--- src/hdl/fdf_pkg.sv ---
// package: types, constants and cordic table for the fingertip defect filter
`timescale 1ns / 1ps
package fdf_pkg;
  localparam int COORD_BITS      = 12;
  localparam int ANGLE_FRAC_BITS = 8;
  localparam int ZFRAC           = 20;
  localparam int CORDIC_STEPS    = 20;
  localparam int STEP_BITS       = 5;
  // cordic working width: values normalised to 2^40, growth below 2^43
  localparam int CW              = 44;
  localparam int ZW              = 30;
  localparam int VEC_BITS        = 2 * COORD_BITS + 3;
  localparam int ANG_BITS        = ANGLE_FRAC_BITS + 10;

  typedef struct packed {
    logic [COORD_BITS-1:0] start_x;
    logic [COORD_BITS-1:0] start_y;
    logic [COORD_BITS-1:0] end_x;
    logic [COORD_BITS-1:0] end_y;
    logic [COORD_BITS-1:0] far_x;
    logic [COORD_BITS-1:0] far_y;
    logic [COORD_BITS-1:0] hand_center_x;
    logic [COORD_BITS-1:0] hand_center_y;
    logic [COORD_BITS-1:0] hand_height;
    logic                  first_of_frame;
  } in_word_t;

  typedef struct packed {
    logic [COORD_BITS-1:0] tip_x;
    logic [COORD_BITS-1:0] tip_y;
    logic                  rule_hit;
    logic                  last_of_item;
  } out_word_t;

  typedef struct packed {
    logic load;      // capture input word, form the direction vector
    logic prep_inner;// form dot/cross vectors
    logic start_cd;  // start cordic on current vector
    logic save_dir;  // store cordic result as direction angle
    logic save_inner;
    logic decide;    // evaluate rules
    logic commit;    // update stored tip
  } fdf_cmd_t;

  typedef struct packed {
    logic cd_busy;
    logic rule_a;
    logic rule_b;
  } fdf_sts_t;

  function automatic logic [ZW-1:0] atan_entry(input logic [STEP_BITS-1:0] i);
    case (i)
      5'd0:  atan_entry = ZW'(47185920);
      5'd1:  atan_entry = ZW'(27855475);
      5'd2:  atan_entry = ZW'(14718068);
      5'd3:  atan_entry = ZW'(7471121);
      5'd4:  atan_entry = ZW'(3750058);
      5'd5:  atan_entry = ZW'(1876857);
      5'd6:  atan_entry = ZW'(938658);
      5'd7:  atan_entry = ZW'(469357);
      5'd8:  atan_entry = ZW'(234682);
      5'd9:  atan_entry = ZW'(117342);
      5'd10: atan_entry = ZW'(58671);
      5'd11: atan_entry = ZW'(29335);
      5'd12: atan_entry = ZW'(14668);
      5'd13: atan_entry = ZW'(7334);
      5'd14: atan_entry = ZW'(3667);
      5'd15: atan_entry = ZW'(1833);
      5'd16: atan_entry = ZW'(917);
      5'd17: atan_entry = ZW'(458);
      5'd18: atan_entry = ZW'(229);
      5'd19: atan_entry = ZW'(115);
      default: atan_entry = '0;
    endcase
  endfunction
endpackage

--- src/hdl/fdf_ctrl.sv ---
// controller: sequences one defect through the cordic and output words
`timescale 1ns / 1ps
module fdf_ctrl (
  input  logic              clk,
  input  logic              rst,
  input  logic              in_valid,
  output logic              in_stall,
  output logic              out_valid,
  input  logic              out_stall,
  input  fdf_pkg::fdf_sts_t sts,
  output fdf_pkg::fdf_cmd_t cmd,
  output logic              rule_hit,
  output logic              last_of_item
);
  import fdf_pkg::*;

  localparam logic [3:0] S_IDLE  = 4'd0;
  localparam logic [3:0] S_PREP  = 4'd1;
  localparam logic [3:0] S_DIR   = 4'd2;
  localparam logic [3:0] S_DIRW  = 4'd3;
  localparam logic [3:0] S_INNER = 4'd4;
  localparam logic [3:0] S_INW   = 4'd5;
  localparam logic [3:0] S_DEC   = 4'd6;
  localparam logic [3:0] S_EVAL  = 4'd7;
  localparam logic [3:0] S_OUTA  = 4'd8;
  localparam logic [3:0] S_OUTB  = 4'd9;

  logic [3:0] state, state_next;

  assign in_stall  = (state != S_IDLE);
  assign out_valid = (state == S_OUTA) || (state == S_OUTB);
  assign rule_hit  = (state == S_OUTB);
  assign last_of_item = (state == S_OUTB) || !sts.rule_b;

  always_comb begin
    cmd = '0;
    state_next = state;
    case (state)
      S_IDLE: if (in_valid) begin cmd.load = 1'b1; state_next = S_PREP; end
      // squared lengths settle here
      S_PREP: state_next = S_DIR;
      S_DIR:  begin cmd.prep_inner = 1'b1; cmd.start_cd = 1'b1; state_next = S_DIRW; end
      S_DIRW: if (!sts.cd_busy) begin cmd.save_dir = 1'b1; state_next = S_INNER; end
      S_INNER: begin cmd.start_cd = 1'b1; state_next = S_INW; end
      S_INW:  if (!sts.cd_busy) begin cmd.save_inner = 1'b1; state_next = S_DEC; end
      S_DEC:  begin cmd.decide = 1'b1; state_next = S_EVAL; end
      S_EVAL: begin
        if (sts.rule_a || sts.rule_b) cmd.commit = 1'b1;
        if (sts.rule_a)      state_next = S_OUTA;
        else if (sts.rule_b) state_next = S_OUTB;
        else                 state_next = S_IDLE;
      end
      S_OUTA: if (!out_stall) state_next = sts.rule_b ? S_OUTB : S_IDLE;
      S_OUTB: if (!out_stall) state_next = S_IDLE;
      default: state_next = S_IDLE;
    endcase
  end

  always_ff @(posedge clk) begin
    if (rst) state <= S_IDLE;
    else     state <= state_next;
  end
endmodule

--- config.mk ---
export PLATFORM = sky130hd
export DESIGN_NAME = fdf_ctrl
export DESIGN_NICKNAME = d
export VERILOG_FILES = /design/src/hdl/fdf_pkg.sv /design/src/hdl/fdf_ctrl.sv
export SDC_FILE = /design/constraint.sdc
export NUM_CORES = 1
export LEC_CHECK = 0
export BUFFER_PORTS_ARGS = -buffer_cell sky130_fd_sc_hd__buf_4
export CAP_MARGIN = 25
export CORE_AREA = 5 5 44 46
export CTS_CLUSTER_DIAMETER = 200
export DETAILED_ROUTE_END_ITERATION = 10
export DIE_AREA = 0 0 49 51
export PLACE_DENSITY = 0.51
export SLEW_MARGIN = 20
export SYNTH_ARGS = -nofsm -noshare
export SYNTH_HDL_FRONTEND = slang
export SYNTH_SLANG_ARGS = --single-unit
export TNS_END_PERCENT = 30
--- constraint.sdc ---
create_clock -name clk -period 3.4 [get_ports clk]
set_input_delay 0.17 -clock clk [delete_from_list [all_inputs] [get_ports clk]]
set_output_delay 0.17 -clock clk [all_outputs]
set_load 0.01 [all_outputs]
==> flow_summary.yaml, run 1 <==
detailed_routing:
  post_drt_wl_per_cell_um: 10.72
  drt_pre_antenna_iters: 4
  drc: 0
  viasPerCell: 4.819
  routed_wl_um: 890
  drt_iter0_drc: 6
  final_antenna_net_count: 0
  vias: 400
timing:
  rsz0062_at_grt: "false"
  fin_crit_ps: 1545
  slew_violations: 0
  worst_pin_slew_ps: 422.6
  setup_viol_count_final: 0
  final.setup.tns_ps: 0
  worst_slack_ps: 1855
  hold_violations: 0
  timing.clock.skew_ps: 0.3583
  max_freq_mhz: 647.3
  fin_crit_sh_pct: 45.44
  slew_headroom_pct: 71.79
synth:
  syn-mean-instance-area_um2: 6.845
  synth-seq-area-share_pct: 22.94
  synth_adder_area_share_pct: 0
  synth_top_area_cell: "dfxtp_1"
  synthesis.instances: 51
  synth_top_area_share_pct: 22.94
  ys_ff_latch: 4
  synth_cell_types: 23
  synth_area_um2: 349.1
  syn-num-nets: 58
  synthTopCellsByArea: "dfxtp_1 23%, a21oi_1 7.2%, nor3_1 7.2%, nand2_1 6.5%, nor2_1 5.4%"
  synth_xor_area_share_pct: 2.509
  synth_mux_area_share_pct: 0
  synth_top_family_by_area: "simple AND/OR/NAND/NOR gates"
  synth_compound_area_share_pct: 22.22
  synth-warning-count: 0
  synth_simple_gate_area_share_pct: 40.14
worst_setup_path:
  reg2reg_depth: 3
  worstPathCellList: "nand2b_1, nor2_1, o21ai_0, inv_1, buf_4"
  slowest_stage: "dfxtp_1"
  critical_path_arrival_ps: 1370
  critPathKind: "register to output port"
  start_kind: "register"
  rr_startpoint: "state[1]$_SDFFE_PP0P_"
  r2r_setup_slack_ps: 2090
  crit_start: "state[3]$_SDFFE_PP0P_"
  worst_path_largest_cell_delay_ps: 570
  crit_fanout: 15
  r2r-end: "state[0]$_SDFFE_PP0P_"
  endpoint_kind: "output port"
  required_ps: 3230
layout:
  nNetsFinal: 76
  area_growth_pct: 39.78
  largest_reg_flops: 4
  fill_cells: 176
  diodes: 0
  drive_gt1_share_pct: 31.34
  regArea_um2: 80.08
  multi_input_area_um2: 226.5
  top_regs: "state x4"
  largest-register: "state"
  fin_area_um2: 488.0
die:
  die_area_um2: 2499
  die_h_um: 51
  initial_core_util_pct: 23.72
  ios: 18
  die-width_um: 49
  core-area_um2: 1471
  num_rows: 14
min_path:
  hold_class: "primary input to register"
  min_from: "rst"
  holdPathStages: 2
  holdPathEnd: "state[3]$_SDFFE_PP0P_"
clocking:
  cts-resized-gates: 0
  cts_buffers: 3
  cts_hold_buf: 0
  cts_root_buffer: "clkbuf_4"
  cts_buffer_depth: 2
  htreeDepth: 1
  clkSinkCount: 4
  cts_tree: "built"
  clkTransAtPathRegs_ps: 30
  post_cts_buffers: 0
  clk_latency_ps: 220
power:
  p_leak_nw: 0.2224
  clockPowerShare_pct: 17.8
  p_sw_mw: 0.1286
  internal-power_mw: 0.1759
  p_sw_share_pct: 42.22
  p_comb_share_pct: 50.5
  total_power_mw: 0.3045
  peakVddDrop_mv: 0.1862
  powerDensity_nw_per_um2: 624.0
  seqPwrFrac_pct: 31.7
global_routing:
  grt-ovfl-total: 0
  grt_pass1_vias: 343
  grt_use_total_pct: 7.282
  grt_max_degree: 16
  antenna_found_initial: 0
  grt_pass1_wl_um: 1469
placement:
  post-place-ws_ps: 2088
  gp_congestion: 0.7078
  hpwl_um: 704.4
  post_dp_cell_area_um2: 465.4
  io_buffer_count: 17
job:
  drv_cap: 0
status:
  status: "completed"
==> worst max path at each step <==
stage	endpoint	slack, ps	cells after the start
final	cmd[0]	1860	5
after global routing	cmd[0]	1700	5
after CTS	cmd[0]	1840	5
after detailed placement	cmd[0]	2090	5
after global placement	cmd[0]	2080	5
after floorplan	last_of_item	2260	4
==> synthesized netlist by cell type <==
| cell type | n |
|---|---|
| nand4b_1 | 1 |
| dfxtp_1 | 4 |
| nor3_1 | 5 |
| buf_2 | 1 |
| buf_4 | 2 |
| nor3_2 | 1 |
| nand3_1 | 1 |
| a221oi_1 | 1 |
| nor2_1 | 5 |
| xor2_1 | 1 |
| nand2b_1 | 2 |
| a311oi_1 | 1 |
| nor2b_1 | 1 |
| o21ai_0 | 2 |
| nor4_1 | 2 |
| a21oi_1 | 5 |
| buf_6 | 1 |
| nand2_1 | 6 |
| o31ai_1 | 1 |
| inv_1 | 3 |
| a32oi_1 | 2 |
| and2_1 | 2 |
| and3_1 | 1 |
==> routing by layer <==
metal  part of all wire, %  vias to the layer above  wire [um]  track usage, %
met5                     0                        -          0               0
li1                      -                      218          -               -
met4                     0                        0          0           5.381
met2                    43                       11        381           10.65
met3                   9.1                        0         81           3.198
met1                    48                      171        427           8.377
==> cells in the final DEF, fill, tap and decap left out, types with 3 or more instances in the layout <==
cell type,count
a21oi_1,5
buf_4,17
clkbuf_4,3
dfxtp_1,4
inv_1,3
nand2_1,6
nor2_1,5
nor3_1,5
==> power groups by stage <==
| stage | clock, mW | sequential, mW | combinational [mW] |
|---|---|---|---|
| global placement | 0 | 0.0977 | 0.156 |
| CTS | 0.0568 | 0.0960 | 0.155 |
| finish | 0.0542 | 0.0967 | 0.154 |
| floorplan | 0 | 0.0671 | 0.136 |
| detailed placement | 0 | 0.0969 | 0.155 |
| global route | 0.0621 | 0.102 | 0.171 |
==> metrics by stage <==
stage / hold WS (ps) / cells / util [%]
global route: 129.0 / 83 / 33.16
detailed placement: 369.1 / 80 / 31.63
global placement: 373.5 / 80 / 31.63
finish: 137.3 / 83 / 33.16
CTS: 133.2 / 83 / 33.16
floorplan: 242.1 / 51 / -
==> kinds of logic after synthesis <==
family	count (synthesis)
compound gates	12
xor+xnor	1
buf+inv	7
flops	4
simple gates	27
==> area by class of cell <==
type	instances	share of cell area, %
Multi-Input combinational cell	40	46.41
Timing Repair Buffer	17	26.15
Sequential cell	4	16.41
Clock buffer	3	4.615
Tap cell	16	4.103
Inverter	3	2.308
==> worst max-delay path: cells and delay by family, from the launching register on <==
kind	cells	cell delay, ps
flops	1	570
simple gates	2	260
buf+inv	2	210
compound gates	1	110
No activity file was read; power rests on OpenSTA's default activity.
==> inputs of run 2 (changes only) <==
- ABC_AREA: default -> 1
- CORE_AREA: 5 5 44 46 -> 5 5 45 47
- DIE_AREA: 0 0 49 51 -> 0 0 50 52
- clock period: 3.4 -> 1.5 ns (I/O delays scaled with it)
==> flow_summary.yaml, run 2 <==
die:
  num_rows: 15
  initial_core_util_pct: 23.10
  die-width_um: 50
  core-area_um2: 1614
  ios: 18
  die_area_um2: 2600
  die_h_um: 52
global_routing:
  grt-ovfl-total: 0
  grt_pass1_vias: 417
  antenna_found_initial: 0
  grt_max_degree: 7
  grt_use_total_pct: 8.269
  grt_pass1_wl_um: 1690
detailed_routing:
  drt_pre_antenna_iters: 4
  routed_wl_um: 984
  drt_iter0_drc: 6
  final_antenna_net_count: 0
  drc: 0
  vias: 435
  viasPerCell: 4.307
  post_drt_wl_per_cell_um: 9.743
layout:
  top_regs: "state x4"
  diodes: 0
  largest_reg_flops: 4
  nNetsFinal: 93
  largest-register: "state"
  final_common_cell: "buf_4"
  mostFrequentLayoutCells: "17 x buf_4, 15 x nand2_1, 8 x inv_1, 8 x nand3_1, 6 x nor2_1"
  fill_cells: 185
  area_growth_pct: 45.97
  drive_gt1_share_pct: 40.48
  utilization_pct: 33.72
timing:
  setup_viol_count_final: 0
  max_freq_mhz: 763.1
  final.setup.tns_ps: 0
  worst_slack_ps: 189.6
  hold_violations: 0
  worst_pin_slew_ps: 289.7
  rsz0062_at_grt: "false"
  timing.clock.skew_ps: 2.336
  fin_crit_ps: 1310
  slew_headroom_pct: 80.66
  fin_crit_sh_pct: 87.36
  slew_violations: 0
  holdWs_ps: 21.48
synth:
  synth-warning-count: 0
  synth_edf_count: 0
  synth_ff_type: "dfxtp_1"
  synth_top_area_share_pct: 21.48
  yosysMostFrequentCell: "nand2_1"
  syn-mean-instance-area_um2: 5.826
  ys_ff_latch: 4
  netlist_top_cells_count: "15 x nand2_1, 8 x inv_1, 8 x nand3_1, 6 x nor2_1, 5 x nor2_2"
  synthesis.instances: 64
  synth_area_um2: 372.9
  synthArstFlopShare_pct: 0
  synthTopCellsByArea: "dfxtp_1 21%, nand2_1 15%, nand3_1 11%, nor2_2 8.4%, inv_1 8.1%"
  synth_top_area_cell: "dfxtp_1"
  syn-num-nets: 71
  synth_cell_types: 16
  synth-seq-area-share_pct: 21.48
worst_setup_path:
  crit_fanout: 5
  critical_path_arrival_ps: 1240
  critPathKind: "register to output port"
  endpoint_kind: "output port"
  start_kind: "register"
  required_ps: 1420
power:
  p_leak_nw: 0.3129
  powerDensity_nw_per_um2: 1672
  peakVddDrop_mv: 0.7065
  total_power_mw: 0.9099
clocking:
  cts_buffers: 3
  cts-resized-gates: 0
  clkSinkCount: 4
  cts_root_buffer: "clkbuf_4"
  cts_hold_buf: 0
  cts_buffer_depth: 2
  htreeDepth: 1
  clkTransAtPathRegs_ps: 40
  post_cts_buffers: 0
  clk_latency_ps: 230
  cts_tree: "built"
placement:
  io_buffer_count: 17
  hpwl_um: 837.6
  gp_congestion: 0.7998
  post-place-ws_ps: 295.9
status:
  status: "completed"
min_path:
  hold_class: "primary input to register"
job:
  drv_cap: 0
-- run 2: layout make-up --
class | count | area (um2) | share of cell area (%)
tap | 17 | 21.27 | 3.908
inverter | 12 | 46.29 | 8.506
sequential | 4 | 80.08 | 14.71
clock buffer | 3 | 22.52 | 4.138
timing repair buffer | 17 | 127.6 | 23.45
multi-input combinational | 48 | 246.5 | 45.29
-- run 2: path summary, 6_finish.rpt --
check	from	endpoint	slack [ps]	depth (start not counted)
hold / removal	rst	state[1]$_SDFFE_PP0P_	20	2
setup / recovery	state[3]$_SDFFE_PP0P_	last_of_item	190	5
setup reg to reg	state[2]$_SDFFE_PP0P_	state[0]$_SDFFE_PP0P_	300	9
hold reg to reg	state[0]$_SDFFE_PP0P_	state[0]$_SDFFE_PP0P_	670	4
-- run 2: critical path, cell delays in order, from the launching register on --
cell	delay, ps
dfxtp_1	480
inv_2	100
nor2_1	150
nand2_1	100
nand2_1	70
buf_4	110
-- run 2: kinds of logic (layout without fill, tap and decap cells) --
kind of cell | Yosys count | count (layout) | synth area share, %
buffers and inverters | 12 | 32 | 12.41
and+or+nand+nor | 44 | 44 | 60.06
DFF | 4 | 4 | 21.48
AOI/OAI and AO/OA | 4 | 4 | 6.040
-- run 2: layer usage --
layer,vias up,part of all wire [%],global-route usage (%)
li1,243,-,-
met1,179,47,10.63
met2,13,44,11.72
met3,0,8.7,2.579
met4,0,0,5.240
met5,-,0,0
-- run 2: through the flow --
stage                     instances  area (um2)
after global placement           98       521.8
after CTS                       101       544.3
after global routing            101       544.3
final                           101       544.3
after floorplan                  64       372.9
after detailed placement         98       521.8
-- run 2: report_power, final --
group          internal (mW)  switching (mW)
Clock                 0.0893          0.0408
Combinational          0.235           0.337
Sequential             0.145          0.0635
Total                  0.469           0.441
